===== config.mk =====
export PLATFORM = sky130hd
export DESIGN_NAME = nca_cell
export DESIGN_NICKNAME = d
export VERILOG_FILES = /design/src/hdl/nca_pkg.sv /design/src/hdl/nca_cell.sv
export SDC_FILE = /design/constraint.sdc
export NUM_CORES = 2
export LEC_CHECK = 0
export BUFFER_PORTS_ARGS = -buffer_cell sky130_fd_sc_hd__buf_2
export CAP_MARGIN = 20
export CELL_PAD_IN_SITES_DETAIL_PLACEMENT = 2
export CELL_PAD_IN_SITES_GLOBAL_PLACEMENT = 2
export CORE_MARGIN = 5
export CORE_UTILIZATION = 50
export DETAILED_ROUTE_END_ITERATION = 16
export PLACE_DENSITY_LB_ADDON = 0.1
export SETUP_SLACK_MARGIN = 0.15
export SYNTH_ARGS = -nofsm -noshare
export SYNTH_HDL_FRONTEND = slang
export SYNTH_SLANG_ARGS = --single-unit

===== constraint.sdc =====
create_clock -name clock -period 11.7 [get_ports clock]
set_input_delay 1.17 -clock clock [delete_from_list [all_inputs] [get_ports clock]]
set_output_delay 1.17 -clock clock [all_outputs]
set_load 0.005 [all_outputs]

===== src/hdl/nca_pkg.sv =====
`timescale 1ns / 1ps
// shared constants and types for the nearest centroid assignment block
package nca_pkg;

   localparam int NUM_GROUPS_DEF = 16;
   localparam int NUM_DIMS_DEF   = 64;
   localparam int COORD_BITS_DEF = 16;

   localparam int DIST_BITS     = 38;
   localparam int SQ_LIMIT_BITS = 19;

   localparam logic [DIST_BITS-1:0] DIST_MAX = {DIST_BITS{1'b1}};

   localparam logic FUNC_LOAD   = 1'b0;
   localparam logic FUNC_SAMPLE = 1'b1;

   typedef struct packed {
      logic valid;
      logic func;
      logic last;
   } item_ctl_type;

endpackage


===== src/hdl/nca_cell.sv =====
`timescale 1ns / 1ps
// one chain cell: centroid slice, squared distance accumulator and running minimum
module nca_cell #(
   parameter int NUM_GROUPS = nca_pkg::NUM_GROUPS_DEF,
   parameter int NUM_DIMS   = nca_pkg::NUM_DIMS_DEF,
   parameter int COORD_BITS = nca_pkg::COORD_BITS_DEF,
   parameter int GROUP_BITS = $clog2(NUM_GROUPS),
   parameter int DIM_BITS   = (NUM_DIMS > 1) ? $clog2(NUM_DIMS) : 1,
   parameter int CNT_BITS   = $clog2(NUM_GROUPS + 1),
   parameter int CELL_INDEX = 0
) (
   input  logic                                clock,
   input  logic                                reset,
   input  logic                                adv,
   input  logic [CNT_BITS-1:0]                 n_act,
   input  nca_pkg::item_ctl_type               in_ctl,
   input  logic [GROUP_BITS-1:0]               in_group,
   input  logic [DIM_BITS-1:0]                 in_dim,
   input  logic signed [COORD_BITS-1:0]        in_coord,
   output nca_pkg::item_ctl_type               out_ctl,
   output logic [GROUP_BITS-1:0]               out_group,
   output logic [DIM_BITS-1:0]                 out_dim,
   output logic signed [COORD_BITS-1:0]        out_coord,
   input  logic [GROUP_BITS-1:0]               tok_in_group,
   input  logic [nca_pkg::DIST_BITS-1:0]       tok_in_dist,
   output logic                                tok_out_vld,
   output logic [GROUP_BITS-1:0]               tok_out_group,
   output logic [nca_pkg::DIST_BITS-1:0]       tok_out_dist
);

   localparam int DB      = nca_pkg::DIST_BITS;
   localparam int LB      = nca_pkg::SQ_LIMIT_BITS;
   localparam int DIFF_W  = COORD_BITS + 1;
   localparam int MW      = (DIFF_W > LB + 1) ? DIFF_W : LB + 1;
   localparam bit FIRST   = (CELL_INDEX == 0);

   nca_pkg::item_ctl_type          ctl_ff;
   logic [GROUP_BITS-1:0]          group_ff;
   logic [DIM_BITS-1:0]            dim_ff;
   logic signed [COORD_BITS-1:0]   coord_ff;

   logic signed [COORD_BITS-1:0]   mem [NUM_DIMS];
   logic signed [COORD_BITS-1:0]   rd_ff;

   logic                           active;
   logic                           dim_ok;
   logic                           wr_en;

   logic                           b_acc_ff, b_acc_in;
   logic                           b_end_ff, b_end_in;
   logic signed [COORD_BITS-1:0]   b_coord_ff;

   logic signed [DIFF_W-1:0]       diff;
   logic [DIFF_W-1:0]              mag;
   logic [MW-1:0]                  mag_ff, mag_in;
   logic                           m_acc_ff, m_end_ff;

   logic                           over;
   logic [DB-1:0]                  prod;
   logic [DB-1:0]                  sq_ff, sq_in;
   logic                           s_acc_ff, s_end_ff;

   logic [DB:0]                    sum;
   logic [DB-1:0]                  acc_sat;
   logic [DB-1:0]                  acc_ff, acc_in;
   logic [DB-1:0]                  fin_ff;
   logic                           c_end_ff;

   logic                           take_own;

   assign active = CNT_BITS'(CELL_INDEX) < n_act;
   assign dim_ok = (DIM_BITS + 1)'(dim_ff) < (DIM_BITS + 1)'(NUM_DIMS);
   assign wr_en  = ctl_ff.valid && (ctl_ff.func == nca_pkg::FUNC_LOAD) &&
                   (group_ff == GROUP_BITS'(CELL_INDEX)) && dim_ok;

   // item register, handed to the next cell
   always_ff @(posedge clock) begin
      if (reset) begin
         ctl_ff <= '0;
      end else if (adv) begin
         ctl_ff <= in_ctl;
      end
   end

   always_ff @(posedge clock) begin
      if (adv) begin
         group_ff <= in_group;
         dim_ff   <= in_dim;
         coord_ff <= in_coord;
      end
   end

   assign out_ctl   = ctl_ff;
   assign out_group = group_ff;
   assign out_dim   = dim_ff;
   assign out_coord = coord_ff;

   // centroid slice
   always_ff @(posedge clock) begin
      if (adv) begin
         if (wr_en) begin
            mem[dim_ff] <= coord_ff;
         end
         rd_ff <= mem[dim_ff];
      end
   end

   assign b_acc_in = ctl_ff.valid && (ctl_ff.func == nca_pkg::FUNC_SAMPLE) && dim_ok && active;
   assign b_end_in = ctl_ff.valid && (ctl_ff.func == nca_pkg::FUNC_SAMPLE) && ctl_ff.last;

   // difference magnitude
   assign diff   = DIFF_W'(b_coord_ff) - DIFF_W'(rd_ff);
   assign mag    = diff[DIFF_W-1] ? (~diff + DIFF_W'(1)) : diff;
   assign mag_in = MW'(mag);

   // square, saturating
   assign over  = |mag_ff[MW-1:LB];
   assign prod  = mag_ff[LB-1:0] * mag_ff[LB-1:0];
   assign sq_in = over ? nca_pkg::DIST_MAX : prod;

   // accumulate, saturating
   assign sum     = {1'b0, acc_ff} + {1'b0, sq_ff};
   assign acc_sat = sum[DB] ? nca_pkg::DIST_MAX : sum[DB-1:0];
   assign acc_in  = s_acc_ff ? acc_sat : acc_ff;

   // running minimum, lowest index wins ties
   assign take_own = active && (FIRST || (fin_ff < tok_in_dist));

   always_ff @(posedge clock) begin
      if (reset) begin
         b_acc_ff    <= 1'b0;
         b_end_ff    <= 1'b0;
         m_acc_ff    <= 1'b0;
         m_end_ff    <= 1'b0;
         s_acc_ff    <= 1'b0;
         s_end_ff    <= 1'b0;
         c_end_ff    <= 1'b0;
         acc_ff      <= '0;
         tok_out_vld <= 1'b0;
      end else if (adv) begin
         b_acc_ff    <= b_acc_in;
         b_end_ff    <= b_end_in;
         m_acc_ff    <= b_acc_ff;
         m_end_ff    <= b_end_ff;
         s_acc_ff    <= m_acc_ff;
         s_end_ff    <= m_end_ff;
         c_end_ff    <= s_end_ff;
         acc_ff      <= s_end_ff ? '0 : acc_in;
         tok_out_vld <= c_end_ff;
      end
   end

   always_ff @(posedge clock) begin
      if (adv) begin
         b_coord_ff    <= coord_ff;
         mag_ff        <= mag_in;
         sq_ff         <= sq_in;
         fin_ff        <= acc_in;
         tok_out_group <= take_own ? GROUP_BITS'(CELL_INDEX) : tok_in_group;
         tok_out_dist  <= take_own ? fin_ff : tok_in_dist;
      end
   end

endmodule


==> summary.md, run 1 <==
| Metric | Value |
|---|---|
| Last step reached | detailed placement |
| Number of enable flip-flop cells after synthesis | 1212 |
| Share of synthesized area occupied by flip-flops and latches | 66.3% |
| Number of synthesis warnings | 0 |
| Share of Yosys cell area claimed by the top area cell type | 64.6% |
| Most common flop cell mapped by yosys | sky130_fd_sc_hd__edfxtp_1 |
| Standard-cell rows | 123 |
| Io pins | 151 |
| Synth async-reset ratio | 0% |
| Net count of the mapped netlist | 4232 |
| Die height | 346 um |
| Number of distinct standard cells referenced by the synthesized netlist | 80 |
| Cell type with the highest aggregate area in the netlist | sky130_fd_sc_hd__edfxtp_1 |
| Post-Syn Area | 0.0564 mm^2 |
| Post-synthesis instance total | 3801 |
| HPWL reported at the end of detailed placement | 140000 um |
| Yosys reg bits | 1261 |
| Cell types occupying the most area after synthesis | sky130_fd_sc_hd__edfxtp_1 65%, sky130_fd_sc_hd__fa_1 6.8%, sky130_fd_sc_hd__a22oi_1 4.0%, sky130_fd_sc_hd__ha_1 3.6%, sky130_fd_sc_hd__inv_1 2.0% |
| Outcome | stopped before the end |
| Initial standard-cell utilization of the core | 50.2% |
| Error that halted the flow | [ERROR DPL-0033] detailed placement checks failed during check placement. |
| Average cell area after synthesis | 14.8 um^2 |
| Die Span X | 346 um |
| Final weighted congestion in routability-driven placement | 0.889 |
| Number of buffer cells added on primary ports | 150 |
[kinds of logic after synthesis]
family          Yosys count  synth area share (%)
simple gates            573                  4.94
flops                  1261                  66.3
mux                      54                  1.05
fa+ha+maj               352                  10.4
xor+xnor                 94                  1.46
compound gates          971                  12.6
buf+inv                 496                  3.31
[per-stage QoR]
stage	std cells	setup slack [ps]	area (um^2)	hold slack, ps
floorplan	3801	5340	56400	443
global placement	5389	4800	59300	466
[Yosys cell counts (all sizes together) (109+ instances only)]
master  instances
a21oi         125
a221oi        109
a22o          125
a22oi         300
a31oi         132
clkbuf        162
edfxtp       1212
fa            191
ha            161
inv           307
nand2         145
nor2          187
==> run 2: changes to the inputs <==
Settings changed: CELL_PAD_IN_SITES_DETAIL_PLACEMENT 2 to default, CELL_PAD_IN_SITES_GLOBAL_PLACEMENT 2 to default, CORE_UTILIZATION 50 to 40, PLACE_DENSITY_LB_ADDON 0.1 to 0.15, SETUP_SLACK_MARGIN 0.15 to default.
==> run 2 against run 1 <==
  * The flow now finishes without violations
  * Synthesized cell count did not move
  * Area after synthesis did not move
==> summary.md, run 2 <==
| Metric | Value |
|---|---|
| Post-CTS resize count | 0 |
| Worst min path class | reg2reg |
| Post-DR wirelength/cell | 26.3 um |
| Wire length of the first global-routing pass | 230000 um |
| Transition time of the tightest slew-check pin | 1160 ps |
| Commonest cells after routing, fill and taps aside | 1212 x sky130_fd_sc_hd__edfxtp_1, 307 x sky130_fd_sc_hd__inv_1, 300 x sky130_fd_sc_hd__a22oi_1 |
| Time the worst path needs with I/O delays and setup | 6960 ps |
| Share of synthesized area occupied by flip-flops and latches | 66.3% (unchanged) |
| Number of vias per cell after detailed routing | 5.61 |
| CTS root buf | sky130_fd_sc_hd__clkbuf_16 |
| Average cell area after synthesis | 14.8 um^2 (unchanged) |
| Arrival @ worst endpoint | 7500 ps |
| First-pass iteration count of the detailed router | 6 |
| First DRT Iteration DRCs | 2715 |
| HPWL reported at the end of detailed placement | 98000 um (-30%) |
| Max transition margin | 21.9% |
| Die ar. | 0.148 mm^2 |
| Number of failing hold endpoints at the final stage | 0 |
| Io pins | 151 (unchanged) |
| Final period utilization | 59.5% |
| Total routing resource utilization after global routing | 21.1% |
| TritonCTS clock tree | done |
| Number of enable flip-flop cells after synthesis | 1212 (unchanged) |
| Final weighted congestion in routability-driven placement | 0.842 (-5.3%) |
| Share of Yosys cell area claimed by the top area cell type | 64.6% (unchanged) |
| Most used standard cell by instance count after synthesis | sky130_fd_sc_hd__edfxtp_1 |
| Final Setup Violations | 0 |
| Maximum buffer depth of the clock tree | 3 |
| Cell types occupying the most area after synthesis | sky130_fd_sc_hd__edfxtp_1 65%, sky130_fd_sc_hd__fa_1 6.8%, sky130_fd_sc_hd__a22oi_1 4.0%, sky130_fd_sc_hd__ha_1 3.6%, sky130_fd_sc_hd__inv_1 2.0% |
| Outcome | finished clean |
| Post-Syn Area | 0.0564 mm^2 (unchanged) |
| Maximum achievable frequency | 144 MHz |
| Standard-cell rows | 137 (+11%) |
| Unrepaired setup endpoints after global routing | false |
| Number of global-route vias before repair | 33663 |
| Post-synthesis instance total | 3801 (unchanged) |
| Number of buffer cells added on primary ports | 150 (unchanged) |
| Number of synthesis warnings | 0 (unchanged) |
| Total negative setup slack | 0 ps |
| Number of buffers added for setup after CTS | 0 |
| Die Span X | 385 um (+11%) |
| Post-layout nets | 4449 |
| Clock latency reported for the late side of the worst-skew pair | 770 ps |
| Core Box Area | 0.140 mm^2 |
| Layout area overhead | 13.8% |
| Number of sinks handled by clock tree synthesis | 1261 |
| Post-detailed-route count of antenna-violating nets | 0 |
| Fraction of final layout cells with drive strength greater than 1 | 13.2% |
| Detailed-route wire length | 158000 um |
| Number of violations of the max-capacitance limit | 0 |
| CTS buffer count | 135 |
| Max-slew violation count | 0 |
| Type of origin of the critical path | flip-flop |
| H-tree depth | 4 |
| Critical path type | reg2reg |
| Maximum number of pins on one net before global-route repair | 99 |
| Leading post-synthesis cells by instance count | 1212 x sky130_fd_sc_hd__edfxtp_1, 307 x sky130_fd_sc_hd__inv_1, 300 x sky130_fd_sc_hd__a22oi_1, 191 x sky130_fd_sc_hd__fa_1, 187 x sky130_fd_sc_hd__nor2_1 |
| Largest register FFs | 1024 |
| Die height | 385 um (+11%) |
| Initial standard-cell utilization of the core | 40.3% (-9.9 points) |
| Residual DRC | 0 |
| Cell type with the highest aggregate area in the netlist | sky130_fd_sc_hd__edfxtp_1 |
| Total number of vias | 33673 |
| Yosys reg bits | 1261 (unchanged) |
| Post-CTS Hold Fix Bufs | 0 |
| Worst Clk Skew | 30.5 ps |
| Fillcell total | 12286 |
| Number of distinct standard cells referenced by the synthesized netlist | 80 (unchanged) |
| Worst-path clk slew | 60 ps |
| Initial antenna violation count | 4 |
| Global route overflow | 0 |
| Worst-path fanout max | 17 |
| Net count of the mapped netlist | 4232 (unchanged) |
| Most flop-heavy register | mem |
| Worst setup EP type | flip-flop |
| Most common flop cell mapped by yosys | sky130_fd_sc_hd__edfxtp_1 |
| Synth async-reset ratio | 0% (unchanged) |
| Required time of the critical path | 12240 ps |
| Leading cell type in the layout, fill and taps excluded | sky130_fd_sc_hd__edfxtp_1 |
[run 2: layer usage]
metal	global-route usage, %	routed length (um)	part of all wire (%)	up-vias
met2	35.1	76800	49	1112
met4	5.86	3650	2.3	0
li1	-	-	-	15046
met3	3.21	9680	6.1	179
met5	0	0	0	-
met1	28.9	67600	43	17336
[run 2: area by class of cell]
type / instances / area (um^2) / area share, %
sequential: 1261 / 37400 / 58.3
multi-input combinational: 2044 / 17200 / 26.8
clock buffer: 168 / 3630 / 5.66
tap: 1876 / 2350 / 3.66
timing repair buffer: 269 / 1720 / 2.68
inverter: 307 / 1150 / 1.80
clock inverter: 75 / 707 / 1.10
antenna: 1 / 2.50 / 0.00390
[run 2: cell families after synthesis]
| family | synth area share, % |
|---|---|
| flip-flops | 66.3 |
| AO/OA/AOI/OAI | 12.6 |
| AND/OR/NAND/NOR | 4.94 |
| buffers and inverters | 3.31 |
| adder cells (fa/ha/maj) | 10.4 |
| XOR/XNOR | 1.46 |
| multiplexers | 1.05 |
[run 2: final timing paths]
| kind | startpoint | end | slack [ps] | depth (start not counted) |
|---|---|---|---|---|
| setup / recovery | mag_ff[4]$_DFFE_PP_ | sq_ff[33]$_DFFE_PP_ | 4740 | 20 |
| hold / removal | b_end_ff$_SDFFE_PP0P_ | b_end_ff$_SDFFE_PP0P_ | 470 | 2 |
| setup reg to reg | mag_ff[4]$_DFFE_PP_ | sq_ff[33]$_DFFE_PP_ | 4740 | 20 |
| hold reg to reg | b_end_ff$_SDFFE_PP0P_ | b_end_ff$_SDFFE_PP0P_ | 470 | 2 |
[run 2: through the flow]
step	util [%]	std cells	area (um^2)	hold WS (ps)	setup slack (ps)
floorplan	-	3801	56400	443	5340
global placement	42.8	5755	59800	456	4840
detailed placement	42.8	5756	59800	464	4680
CTS	45.9	5999	64100	472	4650
global route	45.9	6000	64100	510	4340
finish	45.9	6001	64100	472	4740
[run 2: worst max-delay path: stages (launching register included)]
cell                        delay (ps)
sky130_fd_sc_hd__edfxtp_1          820
sky130_fd_sc_hd__nand2_1           240
sky130_fd_sc_hd__fa_1              560
sky130_fd_sc_hd__fa_1              510
sky130_fd_sc_hd__fa_1              510
sky130_fd_sc_hd__inv_1              50
sky130_fd_sc_hd__fa_1              520
sky130_fd_sc_hd__fa_1              500
sky130_fd_sc_hd__inv_1              50
sky130_fd_sc_hd__fa_1              470
sky130_fd_sc_hd__inv_1              40
sky130_fd_sc_hd__ha_1              340
sky130_fd_sc_hd__a21o_1            200
sky130_fd_sc_hd__a21oi_1           130
sky130_fd_sc_hd__o21bai_1           90
sky130_fd_sc_hd__a2111o_1          400
sky130_fd_sc_hd__a21oi_1           210
sky130_fd_sc_hd__o31ai_1           210
sky130_fd_sc_hd__a221oi_2          360
sky130_fd_sc_hd__mux2i_1           120
sky130_fd_sc_hd__a2111oi_1         390
Power of run 2 is not shown: default switching activity piles up to over one toggle a cycle in this logic, so the estimate is an artifact.
